--- src/hdl/mvws_pkg.sv ---
`default_nettype none

package mvws_pkg;

	// Fixed field widths
	localparam int DATA_W = 8;
	localparam int ADDR_W = 48;
	localparam int VALUE_W = 64;
	localparam int KIND_W = 3;
	localparam int FILL_W = 3;
	localparam int WIN_DEPTH = 7;
	localparam int CFG_IDX_W = 1;

	// Default wrap width of the address space
	localparam int ADDR_BITS_DEFAULT = 48;

	// Queue between front and back
	localparam int QUEUE_DEPTH = 4;
	localparam int QUEUE_PTR_W = $clog2(QUEUE_DEPTH);
	localparam int QUEUE_CNT_W = QUEUE_PTR_W + 1;

	// Configuration register indexes
	localparam logic [CFG_IDX_W-1:0] REG_TARGET = 1'd0;
	localparam logic [CFG_IDX_W-1:0] REG_KIND = 1'd1;

	// Older bytes needed in the window, equal to the start address offset
	localparam logic [FILL_W-1:0] NEED_U8 = 3'd0;
	localparam logic [FILL_W-1:0] NEED_U16 = 3'd1;
	localparam logic [FILL_W-1:0] NEED_U32 = 3'd3;
	localparam logic [FILL_W-1:0] NEED_U64 = 3'd7;
	localparam logic [FILL_W-1:0] FILL_MAX = 3'd7;

	// IEEE single masks
	localparam logic [31:0] F32_ABS_MASK = 32'h7FFF_FFFF;
	localparam logic [31:0] F32_INF_BITS = 32'h7F80_0000;

	typedef enum logic [KIND_W-1:0] {
		KIND_U8 = 3'd0,
		KIND_U16 = 3'd1,
		KIND_U32 = 3'd2,
		KIND_U64 = 3'd3,
		KIND_F32 = 3'd4
	} value_kind_t;

	// One classified window, handed from front to back
	typedef struct packed {
		logic [VALUE_W-1:0] cand;
		logic [ADDR_W-1:0] addr;
		logic elig;
	} mvws_entry_t;

	typedef struct packed {
		logic valid;
		mvws_entry_t entry;
	} mvws_push_t;

	typedef struct packed {
		logic valid;
		mvws_entry_t entry;
	} mvws_head_t;

	// IEEE equality: NaN never equal, +0 equals -0
	function automatic logic f32_equal(input logic [31:0] a, input logic [31:0] b);
		logic [31:0] ma;
		logic [31:0] mb;
		ma = a & F32_ABS_MASK;
		mb = b & F32_ABS_MASK;
		if (ma > F32_INF_BITS || mb > F32_INF_BITS) begin
			return 1'b0;
		end else if (ma == '0 && mb == '0) begin
			return 1'b1;
		end else begin
			return a == b;
		end
	endfunction

endpackage

`default_nettype wire

--- src/hdl/mvws_front.sv ---
`default_nettype none

module mvws_front (
	input  wire logic                          clk,
	input  wire logic                          arst_n,
	input  wire logic                          in_valid,
	output logic                               in_stall,
	input  wire logic [mvws_pkg::DATA_W-1:0]   data_byte,
	input  wire logic [mvws_pkg::ADDR_W-1:0]   byte_address,
	input  wire logic                          region_start,
	input  wire logic [mvws_pkg::KIND_W-1:0]   value_kind,
	input  wire logic                          q_full,
	output mvws_pkg::mvws_push_t               push
);
	import mvws_pkg::*;

	logic [DATA_W-1:0] win_q [WIN_DEPTH];
	logic [FILL_W-1:0] fill_q;
	logic [FILL_W-1:0] fill_eff;
	logic              accept;
	logic              elig;
	logic [VALUE_W-1:0] cand;
	value_kind_t       kind;

	assign kind = value_kind_t'(value_kind);
	assign in_stall = q_full;
	assign accept = in_valid && !q_full;

	// Drop older bytes at a region start
	assign fill_eff = region_start ? '0 : fill_q;

	// Classify: assemble the candidate and check the region holds enough bytes
	always_comb begin
		elig = 1'b0;
		cand = '0;
		unique case (kind) inside
			KIND_U8: begin
				elig = fill_eff >= NEED_U8;
				cand = {{(VALUE_W-8){1'b0}}, data_byte};
			end
			KIND_U16: begin
				elig = fill_eff >= NEED_U16;
				cand = {{(VALUE_W-16){1'b0}}, data_byte, win_q[0]};
			end
			KIND_U32, KIND_F32: begin
				elig = fill_eff >= NEED_U32;
				cand = {{(VALUE_W-32){1'b0}}, data_byte, win_q[0], win_q[1], win_q[2]};
			end
			KIND_U64: begin
				elig = fill_eff >= NEED_U64;
				cand = {data_byte, win_q[0], win_q[1], win_q[2], win_q[3], win_q[4],
					win_q[5], win_q[6]};
			end
			default: begin
				elig = 1'b0;
				cand = '0;
			end
		endcase
	end

	assign push.valid = accept;
	assign push.entry.cand = cand;
	assign push.entry.addr = byte_address;
	assign push.entry.elig = elig;

	// Advance the window and the fill count on every accepted beat
	always_ff @(posedge clk or negedge arst_n) begin
		if (!arst_n) begin
			fill_q <= '0;
			for (int i = 0; i < WIN_DEPTH; i++) begin
				win_q[i] <= '0;
			end
		end else if (accept) begin
			fill_q <= (fill_eff == FILL_MAX) ? FILL_MAX : fill_eff + 3'd1;
			win_q[0] <= data_byte;
			for (int i = 1; i < WIN_DEPTH; i++) begin
				win_q[i] <= win_q[i-1];
			end
		end
	end

endmodule

`default_nettype wire

--- src/hdl/mvws_queue.sv ---
`default_nettype none

module mvws_queue (
	input  wire logic                  clk,
	input  wire logic                  arst_n,
	input  wire mvws_pkg::mvws_push_t  push,
	output logic                       full,
	output mvws_pkg::mvws_head_t       head,
	input  wire logic                  pop
);
	import mvws_pkg::*;

	mvws_entry_t             slot_q [QUEUE_DEPTH];
	logic [QUEUE_PTR_W-1:0]  wr_ptr_q;
	logic [QUEUE_PTR_W-1:0]  rd_ptr_q;
	logic [QUEUE_CNT_W-1:0]  count_q;
	logic                    do_push;
	logic                    do_pop;

	assign full = count_q == QUEUE_CNT_W'(QUEUE_DEPTH);
	assign head.valid = count_q != '0;
	assign head.entry = slot_q[rd_ptr_q];
	assign do_push = push.valid && !full;
	assign do_pop = pop && head.valid;

	// Store entries
	always_ff @(posedge clk) begin
		if (do_push) begin
			slot_q[wr_ptr_q] <= push.entry;
		end
	end

	// Advance pointers and occupancy
	always_ff @(posedge clk or negedge arst_n) begin
		if (!arst_n) begin
			wr_ptr_q <= '0;
			rd_ptr_q <= '0;
			count_q <= '0;
		end else begin
			if (do_push) begin
				wr_ptr_q <= wr_ptr_q + 1'b1;
			end
			if (do_pop) begin
				rd_ptr_q <= rd_ptr_q + 1'b1;
			end
			if (do_push && !do_pop) begin
				count_q <= count_q + 1'b1;
			end else if (do_pop && !do_push) begin
				count_q <= count_q - 1'b1;
			end
		end
	end

endmodule

`default_nettype wire

--- src/hdl/mvws_back.sv ---
`default_nettype none

module mvws_back #(
	parameter int ADDR_BITS = mvws_pkg::ADDR_BITS_DEFAULT
) (
	input  wire logic                          clk,
	input  wire logic                          arst_n,
	input  wire mvws_pkg::mvws_head_t          head,
	output logic                               pop,
	input  wire logic [mvws_pkg::VALUE_W-1:0]  target_value,
	input  wire logic [mvws_pkg::KIND_W-1:0]   value_kind,
	output logic                               out_valid,
	input  wire logic                          out_stall,
	output logic [mvws_pkg::ADDR_W-1:0]        match_address
);
	import mvws_pkg::*;

	localparam int KEEP_BITS = (ADDR_BITS < ADDR_W) ? ADDR_BITS : ADDR_W;
	localparam logic [ADDR_W-1:0] ADDR_MASK = {ADDR_W{1'b1}} >> (ADDR_W - KEEP_BITS);

	logic                 out_valid_q;
	logic [ADDR_W-1:0]    match_address_q;
	logic                 ready;
	logic                 hit;
	logic [FILL_W-1:0]    offset;
	logic [ADDR_W-1:0]    start_addr;
	value_kind_t          kind;

	assign kind = value_kind_t'(value_kind);
	assign ready = !out_valid_q || !out_stall;
	assign pop = head.valid && ready;

	// Compare the candidate with the target at the selected width
	always_comb begin
		hit = 1'b0;
		offset = '0;
		unique case (kind)
			KIND_U8: begin
				hit = head.entry.cand[7:0] == target_value[7:0];
				offset = NEED_U8;
			end
			KIND_U16: begin
				hit = head.entry.cand[15:0] == target_value[15:0];
				offset = NEED_U16;
			end
			KIND_U32: begin
				hit = head.entry.cand[31:0] == target_value[31:0];
				offset = NEED_U32;
			end
			KIND_U64: begin
				hit = head.entry.cand == target_value;
				offset = NEED_U64;
			end
			KIND_F32: begin
				hit = f32_equal(head.entry.cand[31:0], target_value[31:0]);
				offset = NEED_U32;
			end
			default: begin
				hit = 1'b0;
				offset = '0;
			end
		endcase
	end

	// Window start address, wrapped to the address space
	assign start_addr = (head.entry.addr - {{(ADDR_W-FILL_W){1'b0}}, offset}) & ADDR_MASK;

	// Output register: hold a stalled result; otherwise load, setting valid only for an eligible hit on a pop
	always_ff @(posedge clk or negedge arst_n) begin
		if (!arst_n) begin
			out_valid_q <= 1'b0;
		end else if (ready) begin
			out_valid_q <= pop && head.entry.elig && hit;
		end
	end

	always_ff @(posedge clk) begin
		if (pop && head.entry.elig && hit) begin
			match_address_q <= start_addr;
		end
	end

	assign out_valid = out_valid_q;
	assign match_address = match_address_q;

endmodule

`default_nettype wire

--- src/hdl/memory_value_window_scan.sv ---
// Channel  | Direction | Handshake           | Payload
// ---------+-----------+---------------------+------------------------------------------
// input    | in        | in_valid / in_stall | data_byte, byte_address, region_start
// result   | out       | out_valid/out_stall | match_address
// config   | in        | cfg_write           | cfg_index, cfg_data
//
// One byte is taken per clock while in_stall is low; a match passes through the queue and then the output register.
// The four-entry queue between the window front and the compare back sets how long
// the input keeps flowing while results are stalled; in_stall rises only when it fills.
// Reset clears the window, the fill count, the queue and the registers
// (target zero, 8-bit compare); the byte after reset starts a region.

`default_nettype none

module memory_value_window_scan #(
	parameter int ADDR_BITS = mvws_pkg::ADDR_BITS_DEFAULT
) (
	input  wire logic                            clk,
	input  wire logic                            arst_n,
	input  wire logic                            in_valid,
	output logic                                 in_stall,
	input  wire logic [mvws_pkg::DATA_W-1:0]     data_byte,
	input  wire logic [mvws_pkg::ADDR_W-1:0]     byte_address,
	input  wire logic                            region_start,
	output logic                                 out_valid,
	input  wire logic                            out_stall,
	output logic [mvws_pkg::ADDR_W-1:0]          match_address,
	input  wire logic                            cfg_write,
	input  wire logic [mvws_pkg::CFG_IDX_W-1:0]  cfg_index,
	input  wire logic [mvws_pkg::VALUE_W-1:0]    cfg_data
);
	import mvws_pkg::*;

	logic [VALUE_W-1:0] target_value_q;
	logic [KIND_W-1:0]  value_kind_q;
	mvws_push_t         push;
	mvws_head_t         head;
	logic               q_full;
	logic               pop;

	// Configuration registers
	always_ff @(posedge clk or negedge arst_n) begin
		if (!arst_n) begin
			target_value_q <= '0;
			value_kind_q <= '0;
		end else if (cfg_write) begin
			unique case (cfg_index)
				REG_TARGET: target_value_q <= cfg_data;
				REG_KIND:   value_kind_q <= cfg_data[KIND_W-1:0];
				default: begin
				end
			endcase
		end
	end

	mvws_front u_front (
		.clk          (clk),
		.arst_n       (arst_n),
		.in_valid     (in_valid),
		.in_stall     (in_stall),
		.data_byte    (data_byte),
		.byte_address (byte_address),
		.region_start (region_start),
		.value_kind   (value_kind_q),
		.q_full       (q_full),
		.push         (push)
	);

	mvws_queue u_queue (
		.clk    (clk),
		.arst_n (arst_n),
		.push   (push),
		.full   (q_full),
		.head   (head),
		.pop    (pop)
	);

	mvws_back #(
		.ADDR_BITS (ADDR_BITS)
	) u_back (
		.clk           (clk),
		.arst_n        (arst_n),
		.head          (head),
		.pop           (pop),
		.target_value  (target_value_q),
		.value_kind    (value_kind_q),
		.out_valid     (out_valid),
		.out_stall     (out_stall),
		.match_address (match_address)
	);

endmodule

`default_nettype wire

--- config.mk ---
export PLATFORM = sky130hd
export DESIGN_NAME = memory_value_window_scan
export DESIGN_NICKNAME = d
export VERILOG_FILES = /design/src/hdl/mvws_pkg.sv /design/src/hdl/mvws_front.sv /design/src/hdl/mvws_queue.sv /design/src/hdl/mvws_back.sv /design/src/hdl/memory_value_window_scan.sv
export SDC_FILE = /design/constraint.sdc
export NUM_CORES = 1
export LEC_CHECK = 0
export BUFFER_PORTS_ARGS = -buffer_cell sky130_fd_sc_hd__buf_2
export CELL_PAD_IN_SITES_DETAIL_PLACEMENT = 1
export CELL_PAD_IN_SITES_GLOBAL_PLACEMENT = 2
export CORE_MARGIN = 5
export CORE_UTILIZATION = 45
export DETAILED_ROUTE_END_ITERATION = 8
export GPL_ROUTABILITY_DRIVEN = 0
export PLACE_DENSITY = 0.9
export SLEW_MARGIN = 20
export SYNTH_ARGS = -nofsm -noshare
export SYNTH_HDL_FRONTEND = slang
export SYNTH_HIERARCHICAL = 1
export SYNTH_SLANG_ARGS = --single-unit
export TNS_END_PERCENT = 20
--- constraint.sdc ---
create_clock -name clk -period 8 [get_ports clk]
set_input_delay 1.6 -clock clk [delete_from_list [all_inputs] [get_ports clk]]
set_output_delay 1.6 -clock clk [all_outputs]
set_load 0.05 [all_outputs]
==> flow_summary.toml <==
[timing]
finalHoldViolCount = 0
hold_ws_ns = 0.488
slew_violations = 0
timing.setup.tns_ns = 0
rsz0062_at_grt = "false"
fin_crit_ns = 4.76
slew_headroom_pct = 28.8
worst_pin_slew_ns = 1.07
fmax_mhz = 210
setup_viol = 0
post-route-period-util_pct = 59.6
fin_skew_ns = 0.0247

[setup_path]
required_ns = 8.35
r2r-start = "u_queue/rd_ptr_q[0]$_DFFE_PN0P_"
crit_end = "u_back/match_address[35]$_DFFE_PP_"
end_kind = "flip-flop"
start_kind = "flip-flop"
crit_fanout = 37
r2r_end = "u_back/match_address[35]$_DFFE_PP_"
ff2ff_setup_slack_ns = 3.24
r2r_cells = 8
cp.arrival_ns = 5.11
worstSetupPathType = "flip-flop to flip-flop"
cp-startpoint = "u_queue/rd_ptr_q[0]$_DFFE_PN0P_"

[synth]
syn-instance-count = 1527
synth_top_family_by_area = "multiplexers"
async_flop_share_pct = 21.1
synthTopCellsByArea = "edfxtp_1 (56%), dfrtp_1 (13%), mux4_2 (9.6%)"
synth-edff-count = 500
syn_avg_cell_area_um2 = 17.4
synth_top_area_cell = "edfxtp_1"
seq_area_frac_synth_pct = 69.0
yosys.cell_count.top_type = "edfxtp_1"
ys_ff_latch = 634
synth_fa_ha_area_share_pct = 0.527
syn_nets = 1664
synthXorXnorAreaFrac_pct = 3.69
synthMuxAreaShare_pct = 14.3
ys_types = 63
yosys_warnings = 6
synth_top_area_share_pct = 56.4
synth_compound_area_share_pct = 1.75
synthTopCellsByCount = "edfxtp_1 (500), nand2_1 (181), dfrtp_1 (134)"
syn-cell-area_um2 = 26600
synthFlopType = "edfxtp_1"
synthSimpleGateAreaFrac_pct = 7.32

[final_layout]
syn_to_final_growth_pct = 12.4
n_fill_cell = 5499
nNetsFinal = 1805
layout-drive-gt1-share_pct = 29.5

[detailed_routing]
vias = 13900
routedWlPerCell_um = 25.3
dr.pass1.iters = 6
drc = 0
vias_per_cell = 5.56
antenna_left = 0
drtIter0Drc = 1056
routed_wirelength_um = 63100

[clock_network]
cts_tree = "built"
clock_path_buffers = 3
clk_latency_ns = 0.63
cts_resized = 0
cts_buffers = 61
cts_sinks = 634
post_cts_buffers = 0
cts.clk_slew.worst_paths_ns = 0.06
holdBufCountCts = 0
htreeDepth = 2
cts_root_buf = "clkbuf_16"

[grt]
grt_usage_pct = 19.5
grt_pass1_vias = 15200
grt_max_degree = 89
gr-total-overflow = 0
grt_pass1_wl_um = 95300
antenna_found_initial = 7

[flow_run]
drv_cap = 0

[pwr]
power_frac_clock_pct = 28.0
p_sw_mw = 3.28
p_sw_share_pct = 30.5
p_int_mw = 7.47
power_leakage_nw = 10.9
p_comb_share_pct = 26.8
peakVddDrop_v = 0.000204
p_per_area_nw_per_um2 = 360
seq_power_share_pct = 45.3

[floorplan]
core_area_um2 = 58800
fp-row-count = 89
io_pins = 177
die_width_um = 253
die_height_um = 253
initial_core_util_pct = 45.3
die_area_um2 = 64100

[place]
port_buffers = 176
hpwl_um = 41200

[min_path]
holdCritStartpoint = "u_front/win_q[4]$_DFFE_PN0P_"
worstHoldPathType = "flip-flop to flip-flop"

[status]
outcome = "finished, final reports clean"
[state kept, by name, summed over array words and instances (netlist names)]
signal                cells
u_queue/count_q           3
u_back/match_address     48
u_front/win_q            56
u_queue/slot_q          452
target_value_q           64
u_queue/rd_ptr_q          2
u_front/fill_q            3
u_back/out_valid          1
u_queue/wr_ptr_q          2
value_kind_q              3
[per-stage QoR]
stage | power, mW | utilization [%] | instance area (µm²) | worst slack [ns] | std cells
2_1_floorplan | 6.99 | - | 26600 | 2.42 | 1527
3_3_place_gp | 7.63 | 47.3 | 27800 | 2.15 | 2378
3_5_place_dp | 7.81 | 47.3 | 27800 | 2.03 | 2378
4_1_cts | 10.9 | 50.8 | 29900 | 2.69 | 2493
5_1_grt | 11.2 | 50.8 | 29900 | 2.81 | 2495
6_report | 10.8 | 50.9 | 29900 | 3.24 | 2497
[layer usage]
layer	routed length [µm]	vias to the layer above	track usage, %
met2	33100	399	34.4
met3	3220	108	3.71
met5	27	-	0
li1	-	6081	-
met4	1800	4	5.66
met1	25000	7289	24.7
[worst max-delay path, cell delays in order (launching register included)]
cell      delay [ns]
dfrtp_4         0.90
buf_4           0.70
mux4_2          0.63
or3_1           0.40
nor3_1          0.33
nand4b_1        0.48
or3_4           0.63
o41ai_1         0.28
o21ai_1         0.10
[layout make-up]
class | instances | area (µm²) | share of cell area, %
clock buffer | 74 | 1610 | 5.37
multi-input combinational | 768 | 7350 | 24.6
timing repair buffer | 194 | 1060 | 3.54
antenna | 4 | 10.0 | 0.0335
tap | 773 | 967 | 3.23
inverter | 9 | 35.0 | 0.117
clock inverter | 41 | 499 | 1.67
sequential | 634 | 18400 | 61.5
[cells by family after synthesis]
family / Yosys count
AO/OA/AOI/OAI: 66
XOR/XNOR: 112
adder cells (fa/ha/maj): 10
buffers and inverters: 125
flip-flops: 634
multiplexers: 206
AND/OR/NAND/NOR: 374
[power by group through the flow]
stage,clock network [mW],logic (mW),registers [mW]
6_report,3.01,2.88,4.87
3_5_place_dp,0,2.88,4.93
5_1_grt,3.24,3.08,4.93
3_3_place_gp,0,2.77,4.86
2_1_floorplan,0,2.27,4.73
4_1_cts,3.07,2.92,4.87
[worst min path at each step]
stage,endpoint,cells past startpoint,slack [ns]
floorplan,u_queue/count_q[2]$_DFFE_PN0P_,1,0.45
global placement,u_front/win_q[6]$_DFFE_PN0P_,2,0.46
detailed placement,u_front/win_q[6]$_DFFE_PN0P_,2,0.47
CTS,u_front/win_q[4]$_DFFE_PN0P_,2,0.49
global route,u_front/win_q[4]$_DFFE_PN0P_,2,0.52
finish,u_front/win_q[4]$_DFFE_PN0P_,2,0.49
[cell usage in the layout (no fill, tap or decap), drive strengths merged, types with 15 or more instances in the layout]
cell type	n
nor2	30
mux4	113
mux2	77
nor2b	15
dfrtp	134
and3	32
xnor2	77
nand4	23
nand2	181
edfxtp	500
xor2	35
o21ai	24
clkinv	24
nor4	26
a22o	16
nor3	19
clkbuf	74
mux2i	16
buf	194
Power figures use the tool's default switching activity.
